### config.mk
export PLATFORM = sky130hd
export DESIGN_NAME = bwsd_root
export DESIGN_NICKNAME = d
export VERILOG_FILES = /design/src/hw/rtl/bwsd_pkg.sv /design/src/hw/rtl/bwsd_root.sv
export SDC_FILE = /design/constraint.sdc
export NUM_CORES = 1
export LEC_CHECK = 0
export ABC_AREA = 1
export BUFFER_PORTS_ARGS = -buffer_cell sky130_fd_sc_hd__buf_2
export CORE_MARGIN = 2
export CORE_UTILIZATION = 55
export CTS_CLUSTER_DIAMETER = 50
export DETAILED_ROUTE_END_ITERATION = 12
export PLACE_DENSITY = 0.82
export SYNTH_ARGS = -nofsm -noshare
export SYNTH_HDL_FRONTEND = slang
export SYNTH_SLANG_ARGS = --single-unit
### constraint.sdc
create_clock -name aclk -period 10.7 [get_ports aclk]
set_input_delay 3.21 -clock aclk [delete_from_list [all_inputs] [get_ports aclk]]
set_output_delay 3.21 -clock aclk [all_outputs]
set_load 0.02 [all_outputs]
### src/hw/rtl/bwsd_pkg.sv
package bwsd_pkg;

    // Default block capacity in texels.
    localparam int MAX_TEXELS_DEF = 256;

    // Field widths.
    localparam int CHAN_W   = 16;
    localparam int WEIGHT_W = 16;
    localparam int OUT_W    = 16;
    localparam int SUM_W    = 24;

    // Shared multiplier: 40 x 24 operands, 64-bit product.
    localparam int MUL_A_W = 40;
    localparam int MUL_B_W = 24;
    localparam int PROD_W  = 64;

    // Accumulated error over a full block, divisor n^3 * 66049, remainder and quotient.
    localparam int ACC_W = 72;
    localparam int DEN_W = 41;
    localparam int REM_W = DEN_W + 1;
    localparam int QUO_W = 34;

    // Configuration port.
    localparam int CFG_IDX_W = 8;

    localparam logic [CFG_IDX_W-1:0] REG_WEIGHT_RED   = 8'd0;
    localparam logic [CFG_IDX_W-1:0] REG_WEIGHT_GREEN = 8'd1;
    localparam logic [CFG_IDX_W-1:0] REG_WEIGHT_BLUE  = 8'd2;
    localparam logic [CFG_IDX_W-1:0] REG_WEIGHT_ALPHA = 8'd3;

    localparam logic [WEIGHT_W-1:0] WEIGHT_RESET = 16'd16384;

    // 257 squared: scales UNORM16 deviations to 0..255 units.
    localparam logic [MUL_B_W-1:0] SCALE_SQ = 24'd66049;

    // One texel, channel 0 is red, channel 3 is alpha.
    typedef logic [3:0][CHAN_W-1:0] texel_t;

    // Request to the divide and square root unit.
    typedef struct packed {
        logic             start;
        logic [ACC_W-1:0] numer;
        logic [DEN_W-1:0] denom;
    } root_req_t;

    // Response from the divide and square root unit.
    typedef struct packed {
        logic             done;
        logic [OUT_W-1:0] root;
    } root_rsp_t;

endpackage

### src/hw/rtl/bwsd_root.sv
module bwsd_root
    import bwsd_pkg::*;
(
    input  logic      aclk,
    input  logic      aresetn,
    input  root_req_t req,
    output root_rsp_t rsp
);

    localparam int STEP_W = $clog2(ACC_W);

    localparam logic [1:0] R_IDLE = 2'd0;
    localparam logic [1:0] R_DIV  = 2'd1;
    localparam logic [1:0] R_SQRT = 2'd2;
    localparam logic [1:0] R_DONE = 2'd3;

    localparam logic [QUO_W-1:0] BIT_TOP = {2'b01, {(QUO_W-2){1'b0}}};

    logic [1:0]        state_reg, state_next;
    logic [STEP_W-1:0] step_reg, step_next;
    logic [ACC_W-1:0]  numer_reg, numer_next;
    logic [DEN_W-1:0]  den_reg, den_next;
    logic [REM_W-1:0]  rem_reg, rem_next;
    logic [QUO_W-1:0]  quo_reg, quo_next;
    logic [QUO_W-1:0]  res_reg, res_next;
    logic [QUO_W-1:0]  bit_reg, bit_next;

    logic [REM_W-1:0]  rem_shift;
    logic              rem_ge;
    logic [QUO_W:0]    trial;
    logic              sq_ge;

    // One restoring divide step and one square root step.
    always_comb begin
        rem_shift = {rem_reg[REM_W-2:0], numer_reg[ACC_W-1]};
        rem_ge    = rem_shift >= {1'b0, den_reg};
        trial     = {1'b0, res_reg} + {1'b0, bit_reg};
        sq_ge     = {1'b0, quo_reg} >= trial;
    end

    // Sequencer: a quotient bit per cycle, then a root bit per cycle.
    always_comb begin
        state_next = state_reg;
        step_next  = step_reg;
        numer_next = numer_reg;
        den_next   = den_reg;
        rem_next   = rem_reg;
        quo_next   = quo_reg;
        res_next   = res_reg;
        bit_next   = bit_reg;
        case (state_reg)
            R_IDLE: begin
                if (req.start) begin
                    numer_next = req.numer;
                    den_next   = req.denom;
                    rem_next   = '0;
                    quo_next   = '0;
                    step_next  = STEP_W'(ACC_W - 1);
                    state_next = R_DIV;
                end
            end
            R_DIV: begin
                numer_next = {numer_reg[ACC_W-2:0], 1'b0};
                rem_next   = rem_ge ? (rem_shift - {1'b0, den_reg}) : rem_shift;
                quo_next   = {quo_reg[QUO_W-2:0], rem_ge};
                step_next  = step_reg - 1'b1;
                if (step_reg == '0) begin
                    res_next   = '0;
                    bit_next   = BIT_TOP;
                    step_next  = STEP_W'(QUO_W / 2 - 1);
                    state_next = R_SQRT;
                end
            end
            R_SQRT: begin
                if (sq_ge) begin
                    quo_next = quo_reg - trial[QUO_W-1:0];
                    res_next = (res_reg >> 1) + bit_reg;
                end else begin
                    res_next = res_reg >> 1;
                end
                bit_next  = bit_reg >> 2;
                step_next = step_reg - 1'b1;
                if (step_reg == '0) begin
                    state_next = R_DONE;
                end
            end
            R_DONE: begin
                state_next = R_IDLE;
            end
            default: begin
                state_next = R_IDLE;
            end
        endcase
    end

    always_ff @(posedge aclk) begin
        if (!aresetn) begin
            state_reg <= R_IDLE;
        end else begin
            state_reg <= state_next;
        end
        step_reg  <= step_next;
        numer_reg <= numer_next;
        den_reg   <= den_next;
        rem_reg   <= rem_next;
        quo_reg   <= quo_next;
        res_reg   <= res_next;
        bit_reg   <= bit_next;
    end

    // The root fits 16 bits for every legal input; saturate all the same.
    assign rsp.done = (state_reg == R_DONE);
    assign rsp.root = (|res_reg[QUO_W-1:OUT_W]) ? {OUT_W{1'b1}} : res_reg[OUT_W-1:0];

endmodule

==> results.yml <==
synthesis:
  synth_seq_area_share_pct: 38.63
  yosys_warnings: 0
  synth_compound_area_share_pct: 9.001
  synth.distinct_cells: 50
  synth_top_area_share_pct: 38.42
  synth_xor_area_share_pct: 3.326
  synth_edf_count: 246
  synthMuxAreaShare_pct: 0
  syn_nets: 2951
  synthAdderAreaFrac_pct: 7.758
  synth_ff_type: "edfxtp_1"
  postSynthAreaPerCell_sq_um: 7.076
  yosys.area_share.simple_pct: 32.68
  synth-seq-cells: 248
  yosys-top-cells-area: "edfxtp_1 (38%), nand2_1 (19%), ha_1 (7.5%)"
  synthCells: 2717
  async_flop_share_pct: 0
  yosys.area.top_type: "edfxtp_1"
  synth_top_family_by_area: "simple AND/OR/NAND/NOR gates"
  synth_area_sq_mm: 0.01922
clocking:
  cts_buffers: 35
  clockRootBuffer: "clkbuf_16"
  cts_resized: 0
  clkTransAtPathRegs_ns: 0.06
  clk_path_buf_depth: 3
  postCtsSetupRepairBufs: 0
  clock_latency_ns: 0.57
  htree_levels: 2
  cts_tree: "built"
  cts.sink_count: 248
  ctsHoldBuffers: 0
route:
  via_per_inst: 5.496
  drc: 0
  via_count: 18220
  wl_um: 54220
  firstDrtPassIters: 5
  drt_iter0_drc: 1507
  routedWlPerCell_um: 16.36
  antenna_left: 0
global_route:
  grt_usage_pct: 29.93
  antenna_found_initial: 0
  grt_pass1_wl_um: 87240
  grt_overflow_total: 0
  grt_start_max_net_pins: 81
  grt_pass1_vias: 17380
floorplan:
  die_h_um: 191.0
  start_util_pct: 55.79
  pin_count: 133
  dieArea_sq_mm: 0.03647
  core-area_sq_mm: 0.03446
  num_rows: 68
  fp.dieW_um: 191.0
worst_setup_path:
  cp_max_fo: 16
  worstPathArrival_ns: 2.85
  cp-end-kind: "primary output"
  required_ns: 7.49
  cp_cell_sequence: "nor4_1 > nand4_1 > nor3_2 > nand2_1 > buf_2"
  crit_family: "simple AND/OR/NAND/NOR gates"
  cp_slowest_cell: "nor3_2"
  worst-setup-path-type: "reg2out"
  cp-start-kind: "flop"
  slowest_delay_ns: 0.86
  worst-path-buf-inv: 1
timing:
  rsz0062_at_grt: "no"
  period_needed_ns: 6.059
  finalSetupTns_ns: 0
  max_freq_ghz: 0.1650
  slew_viol_final: 0
  finClkSkew_ns: 0.03091
  slew_headroom_pct: 25.08
  tightestPinTransition_ns: 1.118
  min_period_over_period_pct: 56.63
  finalSetupViolations: 0
  final-hold-violation-count: 0
  fin_ws_ns: 4.641
cells_and_area:
  largest_reg_flops: 72
  finalInstanceArea_sq_mm: 0.02137
  syn_to_final_growth_pct: 11.17
  stdcell_count: 3314
  nNetsFinal: 3067
  drive_gt1_share_pct: 7.975
  diodes: 0
  final_common_cell: "nand2_1"
  most-common-layout-cells: "nand2_1 (992), inv_1 (355), nor2_1 (267)"
outcome:
  status: "finished clean"
placement:
  placed_area_sq_mm: 0.02026
  gp_congestion: 1.006
  pre_cts_slack_ns: 5.164
  placedCellCount: 3251
  port_buffers: 132
  hpwlAfterDp_um: 41090
run:
  drv_cap: 0
hold_path:
  hold_path.class: "reg2reg"
## stage by stage
| stage | hold slack, ns | util [%] |
|---|---|---|
| CTS | 0.5085 | 62.02 |
| global route | 0.5198 | 62.02 |
| detailed placement | 0.5058 | 58.79 |
| finish | 0.5075 | 62.02 |
| floorplan | 0.4897 | - |
| global placement | 0.4995 | 58.79 |
## cells in the mapped netlist (all sizes together), types with 2 or more instances
master  count
ha        116
a21oi     174
nand4      29
buf        28
nand2    1002
o21ai     109
nand3     181
xor2       41
a21o        7
inv       358
nor3       21
nor4        9
dfxtp       2
xnor2      32
clkbuf     34
fa          2
nor2      275
nand2b      2
o22ai       3
o21bai     16
edfxtp    246
nand3b     12
or2         2
a31oi       4
o21a        3
## cell families (layout without fill, tap and decap cells)
kind of cell | after synthesis | count (layout)
compound gates | 323 | 323
xor+xnor | 73 | 73
fa+ha+maj | 118 | 118
buf+inv | 421 | 563
flops | 248 | 248
simple gates | 1534 | 1534
## worst paths after layout
| path | from | endpoint | slack [ns] | cells after the start |
|---|---|---|---|---|
| worst max-delay path | res_reg[17] | rsp[2] | 4.64 | 5 |
| worst min-delay path | numer_reg[33] | numer_reg[34] | 0.51 | 2 |
| worst max register to register | res_reg[6] | quo_reg[4] | 5.43 | 20 |
| worst min register to register | numer_reg[33] | numer_reg[34] | 0.51 | 2 |
## cell type report
class,count,area (sq um)
multi-input combinational,2048,10190
tap,455,569.3
clock inverter,22,214.0
sequential,248,7427
fill,3228,13090
clock buffer,41,898.4
inverter,359,1348
timing repair buffer,141,728.2
## worst reg2reg max path, cell delays in order (launching register included)
cell,delay [ns]
edfxtp_1,0.50
ha_1,0.43
nand2_1,0.10
o21ai_0,0.15
inv_1,0.06
o21ai_0,0.55
a21oi_1,0.23
o21ai_0,0.24
xnor2_1,0.11
ha_1,0.37
nand2_1,0.15
nor2_1,0.19
nand2_1,0.10
nor2_1,0.11
nand2_1,0.07
nand2_2,0.11
nand4_4,0.31
nand2_8,0.37
o21ai_0,0.20
inv_1,0.11
buf_4,0.42
## metal layers
metal / global-route usage [%] / vias up / routed length (um)
met5: 0 / - / 0
met4: 8.289 / 0 / 1241
met3: 4.847 / 87 / 3889
met2: 47.58 / 683 / 24130
met1: 42.31 / 8396 / 24960
li1: - / 9049 / -
Power is not shown: default switching activity piles up to over one toggle a cycle in this logic, so the estimate is an artifact.
